==> config.mk <==
export PLATFORM = sky130hd
export DESIGN_NAME = nearest_first_pending_selector
export DESIGN_NICKNAME = d
export VERILOG_FILES = /design/src/hdl/nfps_pkg.sv /design/src/hdl/nearest_first_pending_selector.sv /design/src/hdl/nfps_cell.sv
export SDC_FILE = /design/constraint.sdc
export NUM_CORES = 1
export LEC_CHECK = 0
export BUFFER_PORTS_ARGS = -buffer_cell sky130_fd_sc_hd__buf_2
export CORE_MARGIN = 5
export CORE_UTILIZATION = 40
export CTS_CLUSTER_SIZE = 30
export DETAILED_ROUTE_END_ITERATION = 10
export HOLD_SLACK_MARGIN = 0.1
export SYNTH_ARGS = -nofsm -noshare
export SYNTH_HDL_FRONTEND = slang
export SYNTH_SLANG_ARGS = --single-unit
==> constraint.sdc <==
create_clock -name clock -period 5.5 [get_ports clock]
set_input_delay 0.825 -clock clock [delete_from_list [all_inputs] [get_ports clock]]
set_output_delay 0.825 -clock clock [all_outputs]
set_load 0.02 [all_outputs]
==> src/hdl/nfps_pkg.sv <==
`default_nettype none
// ----------------------------------------------------------------------------
// Nearest-first pending selector package
// Field widths, command codes and the control and status bundles that pass
// between the top level and the row of slot cells.
// ----------------------------------------------------------------------------
package nfps_pkg;

   // Fixed field widths of the command, result and register ports.
   localparam int KIND_W = 2;
   localparam int SLOT_W = 7;
   localparam int CFG_W  = 8;

   // Command codes carried on the kind field.
   typedef enum logic [KIND_W-1:0] {
      KIND_BEGIN   = 2'd0,
      KIND_FOCUS   = 2'd1,
      KIND_REQUEST = 2'd2,
      KIND_CANCEL  = 2'd3
   } kind_type;

   // Broadcast from the controller to every cell.
   typedef struct packed {
      logic load;       // place both search tokens at the start slot
      logic shift;      // move the tokens one slot outward
      logic clear;      // forget all served marks
      logic take_up;    // mark the slot under the upward token served
      logic take_down;  // mark the slot under the downward token served
   } cell_ctrl_type;

   // Per-cell report back to the controller.
   typedef struct packed {
      logic hit_up;     // upward token sits on an unserved slot of the run
      logic hit_down;   // downward token sits on an unserved slot of the run
   } cell_status_type;

endpackage
`default_nettype wire

==> src/hdl/nearest_first_pending_selector.sv <==
`default_nettype none
// ----------------------------------------------------------------------------
// Nearest-first pending selector
// Hands out the slots of a run one at a time, nearest to a focus position
// first, searching with two tokens that sweep outward through a row of cells.
// ----------------------------------------------------------------------------
// Usage:
//   Commands enter on req_kind / req_position and transfer at a clock edge
//   with start high and busy low. Begin, focus and cancel commands finish in
//   the cycle they are taken and give no result. A request gives exactly one
//   result, shown for one cycle with rsp_strobe high; the receiver cannot
//   hold it off.
//   The slot count register is written on the csr_ channel, which is always
//   ready; write it only while no request is in progress.
//   A request that cannot be served answers in the cycle after it is
//   taken. Otherwise the tokens test one distance per cycle, and a request
//   answers once a token finds a free slot, or once the tokens have covered
//   the whole run with nothing free. busy is high during the sweep; the next
//   command can be taken in the cycle its result is shown.
//   Reset clears the served map, the focus, the count of remaining slots,
//   the cancel flag, the run state and the slot count register.
// ----------------------------------------------------------------------------
module nearest_first_pending_selector #(
   parameter int SLOTS = 128
) (
   input  wire logic                        clock,
   input  wire logic                        reset,
   // command channel
   input  wire logic                        start,
   output logic                             busy,
   input  wire logic [nfps_pkg::KIND_W-1:0] req_kind,
   input  wire logic [nfps_pkg::SLOT_W-1:0] req_position,
   // result channel
   output logic                             rsp_strobe,
   output logic [nfps_pkg::SLOT_W-1:0]      rsp_slot,
   output logic                             rsp_slot_valid,
   output logic                             rsp_run_over,
   // register write channel
   input  wire logic                        csr_valid,
   output logic                             csr_ready,
   input  wire logic [nfps_pkg::CFG_W-1:0]  csr_data
);

   localparam int IW = (SLOTS > (1 << nfps_pkg::SLOT_W)) ? $clog2(SLOTS)
                                                          : nfps_pkg::SLOT_W;
   localparam int CW = IW + 1;
   localparam logic [CW-1:0] SLOTS_C = CW'(SLOTS);

   typedef enum logic {
      ST_IDLE,
      ST_SEARCH
   } state_type;

   state_type                 state_ff, state_in;
   logic [nfps_pkg::CFG_W-1:0] slide_count_ff, slide_count_in;
   logic [nfps_pkg::SLOT_W-1:0] focus_ff, focus_in;
   logic [nfps_pkg::CFG_W-1:0] remaining_ff, remaining_in;
   logic                      cancel_ff, cancel_in;
   logic                      run_active_ff, run_active_in;
   logic [IW-1:0]             start_ff, start_in;
   logic [IW-1:0]             dist_ff, dist_in;
   logic                      rsp_strobe_ff, rsp_strobe_in;
   logic [nfps_pkg::SLOT_W-1:0] rsp_slot_ff, rsp_slot_in;
   logic                      rsp_slot_valid_ff, rsp_slot_valid_in;
   logic                      rsp_run_over_ff, rsp_run_over_in;

   logic                      take;
   logic [CW-1:0]             count;
   logic [CW-1:0]             last;
   logic [IW-1:0]             focus_ext;
   logic [IW-1:0]             start_pick;
   logic                      can_serve;
   logic                      any_up;
   logic                      any_down;
   logic [IW-1:0]             pick_up;
   logic [IW-1:0]             pick_down;
   nfps_pkg::cell_ctrl_type   ctrl;
   logic [SLOTS-1:0]          up_vec;
   logic [SLOTS-1:0]          down_vec;
   logic [SLOTS-1:0]          hit_up_vec;
   logic [SLOTS-1:0]          hit_down_vec;

   // Handshakes.
   assign busy      = (state_ff == ST_SEARCH);
   assign take      = start && !busy;
   assign csr_ready = 1'b1;

   // Live run length, clamped to the number of cells, and the clamped focus.
   assign count      = (CW'(slide_count_ff) > SLOTS_C) ? SLOTS_C : CW'(slide_count_ff);
   assign last       = count - CW'(1);
   assign focus_ext  = IW'(focus_ff);
   assign start_pick = (CW'(focus_ext) > last) ? last[IW-1:0] : focus_ext;
   assign can_serve  = run_active_ff && !cancel_ff && (remaining_ff != '0) &&
                       (count != '0);

   // Hits reported by the row; the downward token only counts past distance 0.
   assign any_up    = |hit_up_vec;
   assign any_down  = (|hit_down_vec) && (dist_ff != '0);
   assign pick_up   = start_ff + dist_ff;
   assign pick_down = start_ff - dist_ff;

   // Broadcast to the cells.
   always_comb begin
      ctrl           = '0;
      ctrl.load      = take && (req_kind == nfps_pkg::KIND_REQUEST) && can_serve;
      ctrl.clear     = take && (req_kind == nfps_pkg::KIND_BEGIN) &&
                       !run_active_ff && !cancel_ff;
      if (state_ff == ST_SEARCH) begin
         ctrl.take_up   = any_up;
         ctrl.take_down = !any_up && any_down;
         ctrl.shift     = !any_up && !any_down;
      end
   end

   // Row of slot cells; tokens move up and down between neighbors.
   for (genvar i = 0; i < SLOTS; i++) begin : g_cell
      logic up_prev;
      logic down_next;
      nfps_pkg::cell_status_type status;

      if (i == 0) begin : g_first
         assign up_prev = 1'b0;
      end else begin : g_inner_up
         assign up_prev = up_vec[i-1];
      end
      if (i == SLOTS - 1) begin : g_last
         assign down_next = 1'b0;
      end else begin : g_inner_down
         assign down_next = down_vec[i+1];
      end

      nfps_cell #(
         .IW    (IW),
         .INDEX (i)
      ) u_cell (
         .clock     (clock),
         .reset     (reset),
         .ctrl      (ctrl),
         .start_idx (start_in),
         .count     (count),
         .up_prev   (up_prev),
         .down_next (down_next),
         .up_tok    (up_vec[i]),
         .down_tok  (down_vec[i]),
         .status    (status)
      );

      assign hit_up_vec[i]   = status.hit_up;
      assign hit_down_vec[i] = status.hit_down;
   end

   // Next state of the controller and its registered outputs.
   always_comb begin
      state_in          = state_ff;
      slide_count_in    = slide_count_ff;
      focus_in          = focus_ff;
      remaining_in      = remaining_ff;
      cancel_in         = cancel_ff;
      run_active_in     = run_active_ff;
      start_in          = start_ff;
      dist_in           = dist_ff;
      rsp_strobe_in     = 1'b0;
      rsp_slot_in       = rsp_slot_ff;
      rsp_slot_valid_in = rsp_slot_valid_ff;
      rsp_run_over_in   = rsp_run_over_ff;

      if (csr_valid && csr_ready) begin
         slide_count_in = csr_data;
      end

      unique case (state_ff)
         ST_IDLE: begin
            if (take) begin
               unique case (req_kind)
                  nfps_pkg::KIND_BEGIN: begin
                     if (!run_active_ff && !cancel_ff) begin
                        remaining_in  = count[nfps_pkg::CFG_W-1:0];
                        run_active_in = 1'b1;
                     end
                  end
                  nfps_pkg::KIND_FOCUS: begin
                     focus_in = req_position;
                  end
                  nfps_pkg::KIND_CANCEL: begin
                     cancel_in = 1'b1;
                  end
                  default: begin
                     if (can_serve) begin
                        start_in = start_pick;
                        dist_in  = '0;
                        state_in = ST_SEARCH;
                     end else begin
                        run_active_in     = 1'b0;
                        rsp_strobe_in     = 1'b1;
                        rsp_slot_in       = '0;
                        rsp_slot_valid_in = 1'b0;
                        rsp_run_over_in   = 1'b1;
                     end
                  end
               endcase
            end
         end
         ST_SEARCH: begin
            priority if (any_up || any_down) begin
               remaining_in      = remaining_ff - nfps_pkg::CFG_W'(1);
               rsp_strobe_in     = 1'b1;
               rsp_slot_in       = any_up ? pick_up[nfps_pkg::SLOT_W-1:0]
                                          : pick_down[nfps_pkg::SLOT_W-1:0];
               rsp_slot_valid_in = 1'b1;
               rsp_run_over_in   = 1'b0;
               state_in          = ST_IDLE;
            end else if (CW'(dist_ff) == last) begin
               run_active_in     = 1'b0;
               rsp_strobe_in     = 1'b1;
               rsp_slot_in       = '0;
               rsp_slot_valid_in = 1'b0;
               rsp_run_over_in   = 1'b1;
               state_in          = ST_IDLE;
            end else begin
               dist_in = dist_ff + IW'(1);
            end
         end
         default: begin
            state_in = ST_IDLE;
         end
      endcase
   end

   always_ff @(posedge clock) begin
      if (reset) begin
         state_ff          <= ST_IDLE;
         slide_count_ff    <= '0;
         focus_ff          <= '0;
         remaining_ff      <= '0;
         cancel_ff         <= 1'b0;
         run_active_ff     <= 1'b0;
         start_ff          <= '0;
         dist_ff           <= '0;
         rsp_strobe_ff     <= 1'b0;
         rsp_slot_ff       <= '0;
         rsp_slot_valid_ff <= 1'b0;
         rsp_run_over_ff   <= 1'b0;
      end else begin
         state_ff          <= state_in;
         slide_count_ff    <= slide_count_in;
         focus_ff          <= focus_in;
         remaining_ff      <= remaining_in;
         cancel_ff         <= cancel_in;
         run_active_ff     <= run_active_in;
         start_ff          <= start_in;
         dist_ff           <= dist_in;
         rsp_strobe_ff     <= rsp_strobe_in;
         rsp_slot_ff       <= rsp_slot_in;
         rsp_slot_valid_ff <= rsp_slot_valid_in;
         rsp_run_over_ff   <= rsp_run_over_in;
      end
   end

   assign rsp_strobe     = rsp_strobe_ff;
   assign rsp_slot       = rsp_slot_ff;
   assign rsp_slot_valid = rsp_slot_valid_ff;
   assign rsp_run_over   = rsp_run_over_ff;

   // Each search token exists in at most one cell.
   a_up_single: assert property (@(posedge clock) disable iff (reset)
      $onehot0(up_vec))
      else $error("upward search token present in more than one cell");

   a_down_single: assert property (@(posedge clock) disable iff (reset)
      $onehot0(down_vec))
      else $error("downward search token present in more than one cell");

   // A result either hands out a slot or reports the end of the run.
   a_rsp_kind: assert property (@(posedge clock) disable iff (reset)
      rsp_strobe |-> (rsp_slot_valid != rsp_run_over))
      else $error("result is neither a slot nor an end of run");

   // Reporting the end of the run leaves no run active.
   a_run_ends: assert property (@(posedge clock) disable iff (reset)
      (rsp_strobe && rsp_run_over) |-> !run_active_ff)
      else $error("run still active after end of run was reported");

   // A handed out slot uses up one of the remaining slots.
   a_count_down: assert property (@(posedge clock) disable iff (reset)
      (busy && (any_up || any_down)) |=> (remaining_ff == $past(remaining_ff) -
                                          nfps_pkg::CFG_W'(1)))
      else $error("remaining count not decremented after a slot transfer");

endmodule
`default_nettype wire

==> src/hdl/nfps_cell.sv <==
`default_nettype none
// ----------------------------------------------------------------------------
// Slot cell
// Holds the served mark of one slot and the two search tokens that sweep
// outward from the focus, one slot per cycle until a hit, through the cells.
// ----------------------------------------------------------------------------
module nfps_cell #(
   parameter int IW    = 7,
   parameter int INDEX = 0
) (
   input  wire logic                     clock,
   input  wire logic                     reset,
   input  wire nfps_pkg::cell_ctrl_type  ctrl,
   input  wire logic [IW-1:0]            start_idx,
   input  wire logic [IW:0]              count,
   input  wire logic                     up_prev,
   input  wire logic                     down_next,
   output logic                          up_tok,
   output logic                          down_tok,
   output nfps_pkg::cell_status_type     status
);

   localparam logic [IW:0] INDEX_C = (IW+1)'(INDEX);

   logic served_ff, served_in;
   logic up_ff, up_in;
   logic down_ff, down_in;
   logic is_start;
   logic in_run;

   // Position checks against the start slot and the length of the run.
   assign is_start = (INDEX_C[IW-1:0] == start_idx);
   assign in_run   = (INDEX_C < count);

   // Next state of the served mark and the two tokens.
   always_comb begin
      served_in = served_ff;
      if (ctrl.clear) begin
         served_in = 1'b0;
      end else if ((ctrl.take_up && up_ff) || (ctrl.take_down && down_ff)) begin
         served_in = 1'b1;
      end

      up_in   = up_ff;
      down_in = down_ff;
      if (ctrl.load) begin
         up_in   = is_start;
         down_in = is_start;
      end else if (ctrl.shift) begin
         up_in   = up_prev;
         down_in = down_next;
      end
   end

   always_ff @(posedge clock) begin
      if (reset) begin
         served_ff <= 1'b0;
         up_ff     <= 1'b0;
         down_ff   <= 1'b0;
      end else begin
         served_ff <= served_in;
         up_ff     <= up_in;
         down_ff   <= down_in;
      end
   end

   // A token reports a hit when its slot is inside the run and still free.
   assign up_tok          = up_ff;
   assign down_tok        = down_ff;
   assign status.hit_up   = up_ff && !served_ff && in_run;
   assign status.hit_down = down_ff && !served_ff && in_run;

endmodule
`default_nettype wire

# Yosys cells after proc, flatten, opt, wreduce, memory -nomap -nowiden
# Index checks and enable logic that the tools add are counted.
# W data, S select, Z words.
classes:
  mux: 566
  n_eq_ne: 145
  add_sub_neg: 5
  bitwise: 1
  n_reduce_logical: 1060
  magnitude_cmp: 130
op_table:
  columns: ["cell", "n"]
  rows:
  - ["$logic_and A1 B1 Y1", 781]
  - ["$mux W1", 535]
  - ["$lt A7 B8 Y1 const A", 64]
  - ["$eq A7 B7 Y1 const A", 64]
  - ["$lt A6 B8 Y1 const A", 32]
  - ["$reduce_or A128 Y1", 2]
  - ["$eq A6 B7 Y1 const A", 32]
  - ["$logic_not A1 Y1", 133]
  - ["$logic_or A1 B1 Y1", 129]
  - ["$lt A5 B8 Y1 const A", 16]
  - ["$eq A5 B7 Y1 const A", 16]
  - ["$mux W7", 16]
  - ["$lt A4 B8 Y1 const A", 8]
  - ["$eq A4 B7 Y1 const A", 8]
  - ["$mux W8", 5]
  - ["$lt A3 B8 Y1 const A", 4]
  - ["$eq A3 B7 Y1 const A", 4]
  - ["$pmux W7 S2", 2]
  - ["$ne A2 B2 Y1 const B", 9]
  - ["$lt A1 B8 Y1 const A", 2]
  - ["$lt A2 B8 Y1 const A", 2]
  - ["$pmux W8 S2", 1]
  - ["$reduce_bool A8 Y1", 2]
  - ["$sub A8 B1 Y8 const B", 2]
  - ["26 further kinds", 38]
totals:
  regBits: 434

# Depth between registers and ports, before layout
depth:
  ltp_word: 11
  ltp_mapped: 28
  mapped_depth_nobuf: 24

# Worst setup path before layout
# Ideal clock, no wire load.
synth_path:
  path_kind: "register to register"
  startpoint: "register slide_count_ff[7] (netlist name)"
  endpoint: "register rsp_slot_ff (netlist bit rsp_slot[6])"
  setup_slack_ns: 0.454
  t_required_ns: 5.368
  path_stages_with_launch: 28
  setup_ns: 0.132
  period_less_slack_ns: 5.046
  arrival_time_ns: 4.914
  path_cell_list: "dfxtp_1 -> buf_6 -> clkbuf_1 -> clkinv_1 -> clkbuf_1 -> nand2_1 -> ha_1 -> clkbuf_1 -> or3b_1 -> a21o_1 -> a21oi_1 -> nor2_1 -> a2111oi_0 -> nand4_1 -> nor2_2 -> nand2_1 -> o21ai_0 -> inv_1 -> fa_1 -> nor2b_1 -> o21ai_0 -> nand2b_1 -> a21o_1 -> a21oi_1 -> xnor2_1 -> a21o_1 -> nand3_1 -> a21oi_1"
synth_via:
  elab_chain_len: 9
  elab_cells_between_ends: 400
  cone_classes: "add/sub: 1; order compare: 129; eq/ne: 3; mux: 4; reduce/logical: 263"
synth_rtl:
  columns: ["element", "line_no", "text"]
  rows:
  - ["from (decl)", "nearest_first_pending_selector.sv:55", "logic [nfps_pkg::CFG_W-1:0] slide_count_ff, slide_count_in;"]
  - ["from (signal assigned)", "nearest_first_pending_selector.sv:245", "slide_count_ff <= slide_count_in;"]
  - ["$gt A8 B8 Y1", "nearest_first_pending_selector.sv:89", "assign count = (CW'(slide_count_ff) > SLOTS_C) ? SLOTS_C : CW'(slide_count_ff);"]
  - ["$mux W8 (*)", "nearest_first_pending_selector.sv:89", null]
  - ["$lt A1 B8 Y1 (tied with other cells)", "nfps_cell.sv:33", "assign in_run = (INDEX_C < count);"]
  - ["$logic_and A1 B1 Y1", "nfps_cell.sv:71", "assign status.hit_down = down_ff && !served_ff && in_run;"]
  - ["$reduce_or A128 Y1", "nearest_first_pending_selector.sv:98", "assign any_down = (|hit_down_vec) && (dist_ff != '0);"]
  - ["$logic_and A1 B1 Y1", "nearest_first_pending_selector.sv:98", null]
  - ["$logic_or A1 B1 Y1", "nearest_first_pending_selector.sv:204", "priority if (any_up || any_down) begin"]
  - ["$ne A3 B1 Y1 (no source line) or $mux W7 (tied branches)", null, null]
  - ["$reduce_and A4 Y1 (no source line) or $pmux W7 S2 (tied branches)", null, null]
  - ["to (signal assigned)", "nearest_first_pending_selector.sv:253", "rsp_slot_ff <= rsp_slot_in;"]
  - ["to (decl)", "nearest_first_pending_selector.sv:63", "logic [nfps_pkg::SLOT_W-1:0] rsp_slot_ff, rsp_slot_in;"]
# Mark *: on every way between the ends. The rest lies on a longest branch, timed or not.
# A chain may end at the register's enable or synchronous reset.

# Final worst setup path
layout_path:
  startpoint: "register slide_count_ff[2] (netlist name)"
  endpoint: "register g_cell[21].u_cell.up_ff"
layout_via:
  elab_chain_len: 11
  elab_cells_between_ends: 406
  cone_classes: "add/sub: 1; order compare: 130; eq/ne: 1; mux: 8; reduce/logical: 266"
layout_rtl:
  columns: ["element", "line_no", "text"]
  rows:
  - ["$gt A8 B8 Y1", "nearest_first_pending_selector.sv:89", null]
  - ["$mux W8 (*)", "nearest_first_pending_selector.sv:89", null]
  - ["$sub A8 B1 Y8", "nearest_first_pending_selector.sv:90", "assign last = count - CW'(1);"]
  - ["$gt A7 B8 Y1", "nearest_first_pending_selector.sv:92", "assign start_pick = (CW'(focus_ext) > last) ? last[IW-1:0] : focus_ext;"]
  - ["$mux W7", "nearest_first_pending_selector.sv:92", null]
  - ["$mux W7", "nearest_first_pending_selector.sv:188", "if (can_serve) begin"]
  - ["$mux W7", "nearest_first_pending_selector.sv:174", "unique case (req_kind)"]
  - ["$mux W7", "nearest_first_pending_selector.sv:173", "if (take) begin"]
  - ["$mux W7", "nearest_first_pending_selector.sv:171", "unique case (state_ff)"]
  - ["$eq A5 B7 Y1", "nfps_cell.sv:32", "assign is_start = (INDEX_C[IW-1:0] == start_idx);"]
  - ["$mux W1", "nfps_cell.sv:46", "if (ctrl.load) begin"]
  - ["to (signal assigned)", "nfps_cell.sv:62", "up_ff <= up_in;"]
  - ["to (decl)", "nfps_cell.sv:26", "logic up_ff, up_in;"]
# Marks and branches as above.

==> flow_metrics.py <==
metrics = {
    "run_status": {
        "status": "finished clean",
    },
    "cells_and_area": {
        "fin_nets": 2665,
        "post_route_cells_drive_above_1_share": 0.1204,
        "layout-area-overhead-vs-synth_pct": 15.46,
        "final_design_area_no_fill_um2": 24770,
        "num-fill-cells": 5147,
    },
    "logic_synthesis": {
        "yosys_warnings": 0,
        "most_common_cell_in_the_synthesized_netlist": "sky130_fd_sc_hd__nor2_1",
        "synth_commonest_cells": "sky130_fd_sc_hd__nor2_1 (446), sky130_fd_sc_hd__dfxtp_1 (434), sky130_fd_sc_hd__a221oi_1 (269), sky130_fd_sc_hd__nor3_1 (175), sky130_fd_sc_hd__clkbuf_1 (171)",
        "synth_top_cell_by_area": "sky130_fd_sc_hd__dfxtp_1",
        "netlist_instances": 2627,
        "async_sr_flop_fraction": 0,
        "ys_types": 88,
        "synth_edf_count": 0,
        "synth-seq-cells": 434,
        "ys_top_cells_by_area": "sky130_fd_sc_hd__dfxtp_1 (41%), sky130_fd_sc_hd__a221oi_1 (11%), sky130_fd_sc_hd__nor2_1 (7.8%)",
        "post-synth-top-area-fraction": 0.4051,
        "top_ff_cell_synth": "sky130_fd_sc_hd__dfxtp_1",
        "synth.cell_area_um2": 21450,
        "synth_nets": 2669,
        "seq_area_frac_synth": 0.4051,
        "per_instance_average_area_after_synthesis_um2": 8.164,
    },
    "critical_path": {
        "critical_path_arrival_ns": 5.90,
        "cp-start-kind": "register",
        "crit_type": "reg2reg",
        "worst_ep_required_time_ns": 5.94,
        "crit_path_end_kind": "register",
        "slowest_stage": "sky130_fd_sc_hd__a2111oi_0",
        "critPathMaxStageDelay_ns": 0.73,
        "cp_max_fo": 89,
        "critPathMostFrequentCell": "sky130_fd_sc_hd__buf_4",
        "path_cells": "buf_4 > o21ai_1 > a2111oi_0 > buf_4 > a2111oi_0 > nand4_1 > a2111oi_0 > buf_4 > nand4_1 > o22ai_2 > buf_4 > a21oi_4 > buf_12 > a221oi_1 > nor3_1",
    },
    "pwr": {
        "vdd_drop_max_uv": 217.8,
        "switching_fraction_of_total_power": 0.2596,
        "share_seq_of_total_power": 0.435,
        "power.density_cell_area_nw_per_um2": 298.4,
        "share_comb_of_total_power": 0.086,
        "clock_power_share": 0.478,
        "power.static_leakage_nw": 8.596,
        "internal-power_mw": 5.471,
        "report.power.total_mw": 7.390,
        "netSwitchingPower_mw": 1.918,
    },
    "routing": {
        "routed-via-count": 23476,
        "drt_iter0_markers": 3760,
        "route.detailed.drc": 0,
        "drtPass1Iterations": 6,
        "detail_route.wl_per_cell_um": 33.00,
        "drt-vias-per-instance": 7.012,
        "route.antenna.remaining_nets": 0,
        "drt-total-wl_mm": 110.5,
    },
    "global_routing": {
        "grt_usage": 0.3591,
        "globalRouteOverflowTotal": 0,
        "top_usage_layer": "met2",
        "first_global_vias": 21417,
        "grt_pass1_wl_mm": 158.4,
        "grt_use_met2": 0.5184,
        "pin_count_of_the_biggest_net_entering_global_routing": 141,
        "grt_util_met3": 0.08605,
        "grt_antenna_before_repair": 5,
        "grt.met1_usage": 0.4912,
    },
    "timing": {
        "setup_viol": 0,
        "finalMaxSlewViolations": 0,
        "timing.final.hold_violations": 0,
        "fin_crit_sh": 0.9936,
        "post-route-worst-setup-slack_ns": 0.03513,
        "slew_headroom": 0.2982,
        "hold-worst-slack_ns": 0.4389,
        "max_freq_ghz": 0.1830,
        "fin_worst_skew_ns": 0.03966,
        "timing_worst_slew_pin_value_ns": 1.053,
        "min_period_ns": 5.465,
        "rsz_0062_raised_after_global_routing": "false",
    },
    "placed_design": {
        "portBuffers": 31,
        "gpl.final_weighted_congestion": 1.102,
        "pre_cts_slack_ns": -0.02435,
        "post-dp-hpwl_mm": 78.37,
        "placedInstanceArea_um2": 23030,
    },
    "cts": {
        "cts.path.max_buffers": 3,
        "clk_transition_reported_paths_ns": 0.06,
        "cts_made_buffers": 49,
        "cts_tree": "built",
        "cts.root.buffer_cell": "sky130_fd_sc_hd__clkbuf_16",
        "numClockSinks": 434,
        "post-cts-setup-buffer-count": 0,
        "cts-htree-levels": 2,
        "clock_insertion_delay_worst_skew_ns": 0.63,
    },
    "die": {
        "start_util": 0.4057,
        "die_width_um": 241.6,
        "placeableCoreArea_um2": 52870,
        "core.rowCount": 84,
        "die_area_um2": 58350,
        "die_height_um": 241.6,
        "boundaryPins": 33,
    },
    "worst_hold_path": {
        "worstHoldPathType": "in2reg",
    },
    "flow_run": {
        "cap_viol_max_count": 0,
    },
}
registers in the layout (all words and copies together), names as in the netlist, 7 cells and up:
register                 flops
g_cell.u_cell.down_tok     128
g_cell.u_cell.served_ff    128
g_cell.u_cell.up_tok       128
remaining_ff                 8
slide_count_ff               8
dist_ff                      7
focus_ext                    7
rsp_slot                     7
start_ff                     7
layout make-up:
class	count	area [um2]	share of cell area
Antenna cell	2	5.005	0.0002021
Clock buffer	69	1451	0.05861
Clock inverter	17	254.0	0.01026
Inverter	66	247.7	0.01000
Multi-Input combinational cell	1879	11580	0.4678
Sequential cell	434	8692	0.3510
Tap cell	688	860.8	0.03476
Timing Repair Buffer	193	1669	0.06740
critical path, delay by kind of cell, from the launching register on:
family | cells | cell delay, ns
flops | 1 | 0.59
compound gates | 7 | 2.83
simple gates | 3 | 0.56
buf+inv | 5 | 1.16
what timing repair did:
action / CTS / global route
cloned: 0 / 0
gates resized for setup: 2 / 5
hold endpoints to repair: 0 / 0
pin swaps: 0 / 1
hold buffers: 0 / 0
endpoints found under the setup margin: 1 / 2
metal layers:
layer  part of all wire  wire (um)
met2               0.42      45920
met3               0.12      13190
met4              0.067       7405
met5            0.00020         22
met1               0.40      43940
power by group through the flow:
stage / Combinational [mW] / Sequential, mW / Clock (mW)
floorplan: 0.341 / 3.25 / 0
global placement: 0.609 / 3.28 / 0
detailed placement: 0.606 / 3.28 / 0
CTS: 0.609 / 3.21 / 3.56
global route: 0.655 / 3.22 / 3.69
finish: 0.638 / 3.22 / 3.53
metrics by stage:
| stage | setup TNS, ns | util | instances |
|---|---|---|---|
| floorplan | 0 | - | 2627 |
| global placement | -0.1720 | 0.4356 | 3260 |
| detailed placement | -0.02435 | 0.4356 | 3260 |
| CTS | 0 | 0.4681 | 3346 |
| global route | 0 | 0.4684 | 3346 |
| finish | 0 | 0.4685 | 3348 |
logic make-up after synthesis:
kind of cell    synth area share
buf+inv                  0.06026
mux                     0.009859
compound gates            0.2926
xor+xnor                0.008575
other cells            0.0001748
fa+ha+maj                0.01260
flops                     0.4051
simple gates              0.2108
path summary, 6_finish.rpt:
kind | from | endpoint | slack, ns | cells past startpoint
max | slide_count_ff[2]$_SDFFE_PP0P_ | g_cell[21].u_cell.up_tok$_SDFFE_PP0P_ | 0.04 | 15
min | csr_data[4] | slide_count_ff[4]$_SDFFE_PP0P_ | 0.44 | 3
max reg2reg | slide_count_ff[2]$_SDFFE_PP0P_ | g_cell[21].u_cell.up_tok$_SDFFE_PP0P_ | 0.04 | 15
min reg2reg | rsp_slot[4]$_SDFFE_PP0P_ | rsp_slot[4]$_SDFFE_PP0P_ | 0.46 | 2
cells in the final DEF (no fill, tap or decap), types with 15 or more instances in the layout:
cell,count
sky130_fd_sc_hd__nor2_1,445
sky130_fd_sc_hd__dfxtp_1,431
sky130_fd_sc_hd__a221oi_1,269
sky130_fd_sc_hd__nor3_1,171
sky130_fd_sc_hd__a211oi_1,163
sky130_fd_sc_hd__buf_4,139
sky130_fd_sc_hd__o21ai_0,137
sky130_fd_sc_hd__nand2_1,117
sky130_fd_sc_hd__a21oi_1,74
sky130_fd_sc_hd__inv_1,64
sky130_fd_sc_hd__clkbuf_16,49
sky130_fd_sc_hd__a22oi_1,44
sky130_fd_sc_hd__nand3_1,35
sky130_fd_sc_hd__nand4_1,32
sky130_fd_sc_hd__buf_2,30
sky130_fd_sc_hd__nand2b_1,29
sky130_fd_sc_hd__a32oi_1,24
sky130_fd_sc_hd__buf_12,23
sky130_fd_sc_hd__nor2b_1,22
sky130_fd_sc_hd__a2111oi_0,22
sky130_fd_sc_hd__mux2i_1,20
sky130_fd_sc_hd__o21ai_1,19
sky130_fd_sc_hd__ha_1,19
sky130_fd_sc_hd__a31oi_1,17
sky130_fd_sc_hd__clkbuf_8,15
(Power assumes the default switching activity.)
